$ cat src/design/swb64_pkg.sv
// Shared constants, types and a helper function of the subtract-with-borrow generator.
`default_nettype none

package swb64_pkg;

  localparam int LONG_LAG  = 13;
  localparam int SHORT_LAG = 7;
  localparam int WORD_W    = 64;
  localparam int LUX_W     = 7;
  localparam int IDX_W     = 4;
  localparam int PTR_W     = $clog2(LONG_LAG);

  localparam logic [PTR_W-1:0] LONG_PTR_RST  = PTR_W'(LONG_LAG - 1);
  localparam logic [PTR_W-1:0] SHORT_PTR_RST = PTR_W'(SHORT_LAG - 1);
  localparam logic [PTR_W:0]   BLOCK_END     = (PTR_W + 1)'(LONG_LAG);

  localparam logic [IDX_W-1:0] SEED_IDX_SET = IDX_W'(1);
  localparam logic [IDX_W-1:0] SEED_IDX_CLR = IDX_W'(2);

  typedef enum logic {
    CMD_SEED = 1'b0,
    CMD_NEXT = 1'b1
  } cmd_e;

  typedef struct packed {
    cmd_e              cmd;
    logic [PTR_W-1:0]  idx;
    logic [WORD_W-1:0] value;
  } cmd_t;

  function automatic logic [PTR_W-1:0] ptr_dec(input logic [PTR_W-1:0] p);
    if (p == '0) begin
      return LONG_PTR_RST;
    end
    return p - 1'b1;
  endfunction

endpackage

`default_nettype wire

$ cat src/design/swb64_ram.sv
// Generic RAM: one write port, two registered read ports.
`default_nettype none

module swb64_ram #(
  parameter int WIDTH = 64,
  parameter int DEPTH = 13
) (
  input  wire logic                     clk_i,
  input  wire logic                     we_i,
  input  wire logic [$clog2(DEPTH)-1:0] waddr_i,
  input  wire logic [WIDTH-1:0]         wdata_i,
  input  wire logic [$clog2(DEPTH)-1:0] raddr_a_i,
  output logic      [WIDTH-1:0]         rdata_a_o,
  input  wire logic [$clog2(DEPTH)-1:0] raddr_b_i,
  output logic      [WIDTH-1:0]         rdata_b_o
);

  logic [WIDTH-1:0] mem_q [DEPTH];

  always_ff @(posedge clk_i) begin
    if (we_i) begin
      mem_q[waddr_i] <= wdata_i;
    end
    rdata_a_o <= mem_q[raddr_a_i];
    rdata_b_o <= mem_q[raddr_b_i];
  end

endmodule

`default_nettype wire

$ cat src/design/swb64_front.sv
// Front end: takes input words, classifies and fixes up seeds, queues commands, holds the luxury setting.
`default_nettype none

module swb64_front import swb64_pkg::*; (
  input  wire logic              clk_i,
  input  wire logic              rst_ni,
  input  wire logic              push_i,
  output logic                   full_o,
  input  wire logic              command_i,
  input  wire logic [IDX_W-1:0]  seed_index_i,
  input  wire logic [WORD_W-1:0] seed_value_i,
  input  wire logic              luxury_discard_we_i,
  input  wire logic [LUX_W-1:0]  luxury_discard_i,
  output logic      [LUX_W-1:0]  lux_o,
  output logic                   cmd_valid_o,
  output cmd_t                   cmd_o,
  input  wire logic              cmd_pop_i
);

  logic [LUX_W-1:0] lux_q;
  cmd_t             entry_q [2];
  logic             wr_q;
  logic             rd_q;
  logic [1:0]       cnt_q;
  logic             accept;
  logic             idx_ok;
  logic             keep;
  cmd_t             new_cmd;

  assign full_o      = (cnt_q == 2'd2);
  assign cmd_valid_o = (cnt_q != 2'd0);
  assign cmd_o       = entry_q[rd_q];
  assign lux_o       = lux_q;

  assign accept = push_i & ~full_o;
  assign idx_ok = (32'(seed_index_i) < 32'(LONG_LAG));
  assign keep   = accept & ((cmd_e'(command_i) == CMD_NEXT) | idx_ok);

  always_comb begin
    new_cmd.cmd   = cmd_e'(command_i);
    new_cmd.idx   = PTR_W'(seed_index_i);
    new_cmd.value = seed_value_i;
    if (seed_index_i == SEED_IDX_SET) begin
      new_cmd.value[0] = 1'b1;
    end else if (seed_index_i == SEED_IDX_CLR) begin
      new_cmd.value[0] = 1'b0;
    end
  end

  always_ff @(posedge clk_i) begin
    if (keep) begin
      entry_q[wr_q] <= new_cmd;
    end
  end

  always_ff @(posedge clk_i or negedge rst_ni) begin
    if (!rst_ni) begin
      lux_q <= '0;
      wr_q  <= 1'b0;
      rd_q  <= 1'b0;
      cnt_q <= 2'd0;
    end else begin
      if (luxury_discard_we_i) begin
        lux_q <= luxury_discard_i;
      end
      if (keep) begin
        wr_q <= ~wr_q;
      end
      if (cmd_pop_i) begin
        rd_q <= ~rd_q;
      end
      cnt_q <= cnt_q + 2'(keep) - 2'(cmd_pop_i);
    end
  end

endmodule

`default_nettype wire

$ cat src/design/swb64_back.sv
// Back end: lag store, subtract-with-borrow draws, luxury bursts and result queue.
`default_nettype none

module swb64_back import swb64_pkg::*; (
  input  wire logic              clk_i,
  input  wire logic              rst_ni,
  input  wire logic [LUX_W-1:0]  lux_i,
  input  wire logic              cmd_valid_i,
  input  cmd_t                   cmd_i,
  output logic                   cmd_pop_o,
  input  wire logic              pop_i,
  output logic                   empty_o,
  output logic      [WORD_W-1:0] random_word_o
);

  logic              borrow_q, borrow_d;
  logic [PTR_W-1:0]  lptr_q, lptr_d;
  logic [PTR_W-1:0]  sptr_q, sptr_d;
  logic [PTR_W-1:0]  bpos_q, bpos_d;
  logic [LUX_W-1:0]  rem_q, rem_d;
  logic              burst_q, burst_d;
  logic              fresh_q, fresh_d;

  logic              we;
  logic [PTR_W-1:0]  waddr;
  logic [WORD_W-1:0] wdata;
  logic [WORD_W-1:0] rd_l;
  logic [WORD_W-1:0] rd_s;
  logic [WORD_W-1:0] t;
  logic              draw;
  logic              opush;
  logic              opop;
  logic              out_room;

  logic [WORD_W-1:0] oword_q [2];
  logic              owr_q;
  logic              ord_q;
  logic [1:0]        ocnt_q;

  swb64_ram #(
    .WIDTH (WORD_W),
    .DEPTH (LONG_LAG)
  ) u_lag_ram (
    .clk_i     (clk_i),
    .we_i      (we),
    .waddr_i   (waddr),
    .wdata_i   (wdata),
    .raddr_a_i (lptr_d),
    .rdata_a_o (rd_l),
    .raddr_b_i (sptr_d),
    .rdata_b_o (rd_s)
  );

  assign t        = rd_s - rd_l - WORD_W'(borrow_q);
  assign out_room = (ocnt_q != 2'd2);

  always_comb begin
    logic [PTR_W:0]   bpos_inc;
    logic [LUX_W-1:0] rem;
    bpos_inc  = '0;
    rem       = '0;
    borrow_d  = borrow_q;
    lptr_d    = lptr_q;
    sptr_d    = sptr_q;
    bpos_d    = bpos_q;
    rem_d     = rem_q;
    burst_d   = burst_q;
    fresh_d   = fresh_q;
    we        = 1'b0;
    waddr     = lptr_q;
    wdata     = t;
    draw      = 1'b0;
    opush     = 1'b0;
    cmd_pop_o = 1'b0;
    if (!fresh_q) begin
      // refetch the taps after reset or a seed write
      fresh_d = 1'b1;
    end else if (cmd_valid_i) begin
      unique case (cmd_i.cmd)
        CMD_SEED: begin
          we        = 1'b1;
          waddr     = cmd_i.idx;
          wdata     = cmd_i.value;
          borrow_d  = 1'b1;
          lptr_d    = LONG_PTR_RST;
          sptr_d    = SHORT_PTR_RST;
          bpos_d    = '0;
          burst_d   = 1'b0;
          fresh_d   = 1'b0;
          cmd_pop_o = 1'b1;
        end
        CMD_NEXT: begin
          if (out_room) begin
            if (!burst_q) begin
              bpos_inc = {1'b0, bpos_q} + 1'b1;
              if (bpos_inc == BLOCK_END) begin
                bpos_d = '0;
                rem    = lux_i;
              end else begin
                bpos_d = bpos_inc[PTR_W-1:0];
              end
            end else begin
              rem = rem_q;
            end
            draw = 1'b1;
            if (rem != '0) begin
              burst_d = 1'b1;
              rem_d   = rem - 1'b1;
            end else begin
              burst_d   = 1'b0;
              opush     = 1'b1;
              cmd_pop_o = 1'b1;
            end
          end
        end
      endcase
    end
    if (draw) begin
      we       = 1'b1;
      waddr    = lptr_q;
      wdata    = t;
      borrow_d = (rd_s < t);
      lptr_d   = ptr_dec(lptr_q);
      sptr_d   = ptr_dec(sptr_q);
    end
  end

  always_ff @(posedge clk_i or negedge rst_ni) begin
    if (!rst_ni) begin
      borrow_q <= 1'b1;
      lptr_q   <= LONG_PTR_RST;
      sptr_q   <= SHORT_PTR_RST;
      bpos_q   <= '0;
      rem_q    <= '0;
      burst_q  <= 1'b0;
      fresh_q  <= 1'b0;
    end else begin
      borrow_q <= borrow_d;
      lptr_q   <= lptr_d;
      sptr_q   <= sptr_d;
      bpos_q   <= bpos_d;
      rem_q    <= rem_d;
      burst_q  <= burst_d;
      fresh_q  <= fresh_d;
    end
  end

  assign opop          = pop_i & ~empty_o;
  assign empty_o       = (ocnt_q == 2'd0);
  assign random_word_o = oword_q[ord_q];

  always_ff @(posedge clk_i) begin
    if (opush) begin
      oword_q[owr_q] <= t;
    end
  end

  always_ff @(posedge clk_i or negedge rst_ni) begin
    if (!rst_ni) begin
      owr_q  <= 1'b0;
      ord_q  <= 1'b0;
      ocnt_q <= 2'd0;
    end else begin
      if (opush) begin
        owr_q <= ~owr_q;
      end
      if (opop) begin
        ord_q <= ~ord_q;
      end
      ocnt_q <= ocnt_q + 2'(opush) - 2'(opop);
    end
  end

endmodule

`default_nettype wire

$ cat src/design/swb64_prng_with_luxury.sv
// Top level of the 64-bit subtract-with-borrow generator with luxury decimation.
// A next word reaches the result ports through the command queue and then the result queue;
// it can wait on a luxury burst, a full result queue or a tap refetch after a seed write.
// Throughput: one word per cycle while nothing holds it; every 13th next word first discards
// luxury_discard draws. Seed writes make the taps refetch from the registered lag RAM.
// Reset clears the queues, borrow to 1, pointers to 12 and 6, block position and luxury to 0.
`default_nettype none

module swb64_prng_with_luxury import swb64_pkg::*; (
  input  wire logic              clk_i,
  input  wire logic              rst_ni,
  input  wire logic              push_i,
  output logic                   full_o,
  input  wire logic              command_i,
  input  wire logic [IDX_W-1:0]  seed_index_i,
  input  wire logic [WORD_W-1:0] seed_value_i,
  output logic                   empty_o,
  input  wire logic              pop_i,
  output logic      [WORD_W-1:0] random_word_o,
  input  wire logic              luxury_discard_we_i,
  input  wire logic [LUX_W-1:0]  luxury_discard_i
);

  logic [LUX_W-1:0] lux;
  logic             cmd_valid;
  cmd_t             cmd;
  logic             cmd_pop;

  swb64_front u_front (
    .clk_i               (clk_i),
    .rst_ni              (rst_ni),
    .push_i              (push_i),
    .full_o              (full_o),
    .command_i           (command_i),
    .seed_index_i        (seed_index_i),
    .seed_value_i        (seed_value_i),
    .luxury_discard_we_i (luxury_discard_we_i),
    .luxury_discard_i    (luxury_discard_i),
    .lux_o               (lux),
    .cmd_valid_o         (cmd_valid),
    .cmd_o               (cmd),
    .cmd_pop_i           (cmd_pop)
  );

  swb64_back u_back (
    .clk_i         (clk_i),
    .rst_ni        (rst_ni),
    .lux_i         (lux),
    .cmd_valid_i   (cmd_valid),
    .cmd_i         (cmd),
    .cmd_pop_o     (cmd_pop),
    .pop_i         (pop_i),
    .empty_o       (empty_o),
    .random_word_o (random_word_o)
  );

endmodule

`default_nettype wire

$ cat config.mk
export PLATFORM = sky130hd
export DESIGN_NAME = swb64_prng_with_luxury
export DESIGN_NICKNAME = d
export VERILOG_FILES = /design/src/design/swb64_pkg.sv /design/src/design/swb64_ram.sv /design/src/design/swb64_front.sv /design/src/design/swb64_back.sv /design/src/design/swb64_prng_with_luxury.sv
export SDC_FILE = /design/constraint.sdc
export NUM_CORES = 2
export LEC_CHECK = 0
export ABC_AREA = 1
export BUFFER_PORTS_ARGS = -buffer_cell sky130_fd_sc_hd__buf_2
export CELL_PAD_IN_SITES_DETAIL_PLACEMENT = 2
export CELL_PAD_IN_SITES_GLOBAL_PLACEMENT = 2
export CORE_ASPECT_RATIO = 0.8
export CORE_UTILIZATION = 30
export DETAILED_ROUTE_END_ITERATION = 12
export GPL_TIMING_DRIVEN = 0
export PLACE_DENSITY_LB_ADDON = 0.1
export SLEW_MARGIN = 20
export SYNTH_ARGS = -nofsm -noshare
export SYNTH_HDL_FRONTEND = slang
export SYNTH_SLANG_ARGS = --single-unit
$ cat constraint.sdc
create_clock -name clk_i -period 9 [get_ports clk_i]
set_input_delay 1.35 -clock clk_i [delete_from_list [all_inputs] [get_ports clk_i]]
set_output_delay 1.35 -clock clk_i [all_outputs]
set_load 0.005 [all_outputs]
==> out/metrics.cfg <==
[sta]
hold_violations = 0
layout_min_cycle_time_ns = 5.77
setup_viol = 0
finalCritPeriodShare_pct = 64.1
hold_slack_ns = 0.485
fin_setup_tns_ns = 0
fin_ws_ns = 3.23
max_freq_mhz = 173
finClkSkew_ns = 0.0456
tightestPinTransition_ns = 1.29
slew_headroom_pct = 13.7
rsz0062_at_grt = false
drv_slew = 0

[clocking]
post-cts-setup-buffer-count = 0
clkSinkCount = 1263
cts_inserted_buffers = 154
cts_max_path_buffers = 4
clk_latency_ns = 0.84
clk_pin_slew_ns = 0.06
cts_tree = built
hold_buffers = 0
root_buffer = clkbuf_16
h-tree-depth = 4
cts_resized = 0

[logic_synthesis]
synth_edf_count = 1098
synth-warning-count = 0
ys_ff_latch = 1263
syn_avg_cell_area_um2 = 8.73
synth-main-ff-cell = edfxtp_1
ys_types = 48
synth_cells = 7661
ys_seq_area_share_pct = 54.5
synth_nets = 7938
ys_async_sr_fraction_pct = 2.93
synth.cell_area_um2 = 66900

[floorplan]
fp.dieW_um = 530
die_area_um2 = 225000
rows = 154
core_area_um2 = 221000
initial_utilization_pct = 30.3
die_h_um = 424
io-pin-count = 147

[critical_path]
crit_path_end_kind = flop
cp-startpoint = u_back.borrow_q
r2r_start = u_back.borrow_q
arrival_ns = 6.50
worstPathMaxFanout = 5
path_class = flop to flop
required_ns = 9.74
start_kind = flop

[grt]
overflow = 0
first_global_vias = 64100
antenna_found_initial = 65
grt_usage_pct = 34.5
grt_pass1_wl_um = 530000
grt_max_degree = 45

[placed_design]
pre_cts_ws_ns = 3.30
post-dp-hpwl_um = 295000
place_area_um2 = 73900
port_buffers = 146
globalplace.congestion = 0.938

[min_path]
min_from = u_back.owr_q
min_path_type = flop to flop

[layout]
fin_area_um2 = 78700
num-fill-cells = 24800
nets = 8360
area_growth_pct = 17.7
final-seq-area_um2 = 36500
multiInputGateArea_um2 = 24000
drive_gt1_share_pct = 10.8

[detailed_routing]
wl_um = 395000
wire_per_inst_um = 35.2
dr.pass1.iters = 5
first_iter_violations = 7485
routed-via-count = 62400
antenna_left = 0
drcViolationCount = 0
via_per_inst = 5.57

[run_status]
status = complete, no violations

[job]
maxCapViolCount = 0

## routing by layer
| layer | share of wire [%] | GRT usage (%) | up-vias |
|---|---|---|---|
| li1 | - | - | 26300 |
| met1 | 44 | 48.2 | 32400 |
| met2 | 42 | 50.0 | 3003 |
| met3 | 8.6 | 7.01 | 706 |
| met4 | 5.5 | 18.2 | 22 |
| met5 | 0.038 | 0 | - |
## kinds of logic after synthesis
family,synth area share [%]
adder cells (fa/ha/maj),3.69
XOR/XNOR,0.498
AO/OA/AOI/OAI,8.19
flip-flops,54.5
multiplexers,0.0767
buffers and inverters,10.1
AND/OR/NAND/NOR,22.9
## state kept, by name, indices dropped and copies added, names as in the netlist
name / cells
u_back.oword_q: 128
u_back.borrow_q: 1
u_back.owr_q: 1
u_back.ord_q: 1
u_back.burst_q: 1
u_back.rem_q: 7
u_front.entry_q: 138
u_front.lux_o: 7
u_back.u_lag_ram.mem_q: 832
u_back.fresh_q: 1
u_back.u_lag_ram.rdata_a_o: 64
u_front.wr_q: 1
u_back.ocnt_q: 2
u_front.cnt_q: 2
u_back.lptr_q: 4
u_back.bpos_q: 4
u_back.sptr_q: 4
u_back.u_lag_ram.rdata_b_o: 64
u_front.rd_q: 1
## cell usage in the layout (no fill, tap or decap), types with 10 or more instances in the layout
cell type / n
dfxtp_1: 128
clkbuf_16: 161
clkbuf_8: 10
diode_2: 52
nor2_1: 182
dfrtp_1: 32
nand2_1: 2205
nand3_1: 1110
edfxtp_1: 1098
o21bai_1: 11
o21ai_2: 13
buf_12: 50
a31oi_2: 11
inv_1: 1243
nand4_1: 26
o21ai_0: 139
xnor2_1: 21
clkbuf_2: 33
o21ai_1: 137
buf_6: 33
ha_1: 194
a21oi_1: 194
xor2_1: 17
nor2_4: 16
buf_4: 22
o211ai_1: 323
buf_16: 30
buf_2: 412
nand3b_1: 46
clkinv_2: 16
nor3_1: 16
o211ai_2: 21
clkbuf_1: 127
clkinv_1: 19
buf_1: 14
## synth_stat cells (3+ instances only)
cell,instances,area share (%)
dfstp_2,5,0.20
buf_6,24,0.40
edfxtp_1,1098,49
nor4_1,5,0.047
buf_2,248,1.9
dfrtp_1,32,1.2
o21ai_0,157,1.2
ha_1,194,3.6
o211ai_2,21,0.39
a21oi_1,194,1.5
buf_1,22,0.12
nand4_1,26,0.24
o21ai_2,4,0.052
a211oi_1,3,0.034
mux2i_1,4,0.060
inv_1,1244,7.0
dfxtp_1,128,3.8
a31oi_1,19,0.18
xor2_1,17,0.22
nand2_1,2205,12
nor2_1,197,1.1
buf_4,8,0.090
nand2_2,3,0.028
o211ai_1,323,3.6
o21ai_1,129,0.97
o21bai_1,11,0.12
nor3_1,16,0.12
xnor2_1,21,0.28
clkbuf_1,111,0.62
nand3b_1,46,0.52
nand3_1,1110,8.3
or2_2,6,0.056
inv_2,7,0.039
a21o_1,3,0.034
o21a_1,3,0.034
## worst paths after layout
| path | endpoint | slack, ns | cells past startpoint |
|---|---|---|---|
| worst max-delay path | u_back.borrow_q | 3.23 | 23 |
| worst min-delay path | u_back.owr_q | 0.49 | 2 |
| worst max register to register | u_back.borrow_q | 3.23 | 23 |
| worst min register to register | u_back.owr_q | 0.49 | 2 |
| max in group asynchronous | u_back.fresh_q | 7.99 | 1 |
| min in group asynchronous | u_back.lptr_q[1] | 0.57 | 1 |
## critical path, cell delays in order, from the launching register on
cell and delay (ns):
dfstp_2 0.52, inv_1 0.07, fa_1 0.42, fa_1 0.48
o21ai_0 0.22, nand2_1 0.23, nand2_1 0.12, nand2_1 0.13
nand2_1 0.09, nand2_1 0.39, nand2_1 0.17, nand2_1 0.27
nand3_1 0.20, nand2_1 0.07, nand2_1 0.08, nand2_1 0.15
ha_1 0.35, nand4_1 0.17, nor3_1 0.29, nand2_1 0.33
o221ai_1 0.49, nor2_1 0.13, nand2_1 0.23, nand2_1 0.08
## through the flow
step | utilization (%) | std cells
after detailed placement | 33.5 | 10900
final | 35.6 | 11200
after global routing | 35.6 | 11200
after CTS | 35.6 | 11200
after global placement | 32.3 | 10800
after floorplan | - | 7661
## final cells by class
cell class | count | share of cell area (%)
diodes | 52 | 0.165
inverters | 1251 | 5.97
plain buffers | 413 | 2.69
multi-input cells | 4734 | 30.5
clock buffers | 219 | 5.53
flip-flops and latches | 1263 | 46.3
repair buffers | 266 | 3.70
clock inverters | 48 | 0.445
well taps | 2964 | 4.71
Power is not shown: default switching activity piles up to over one toggle a cycle in this logic, so the estimate is an artifact.
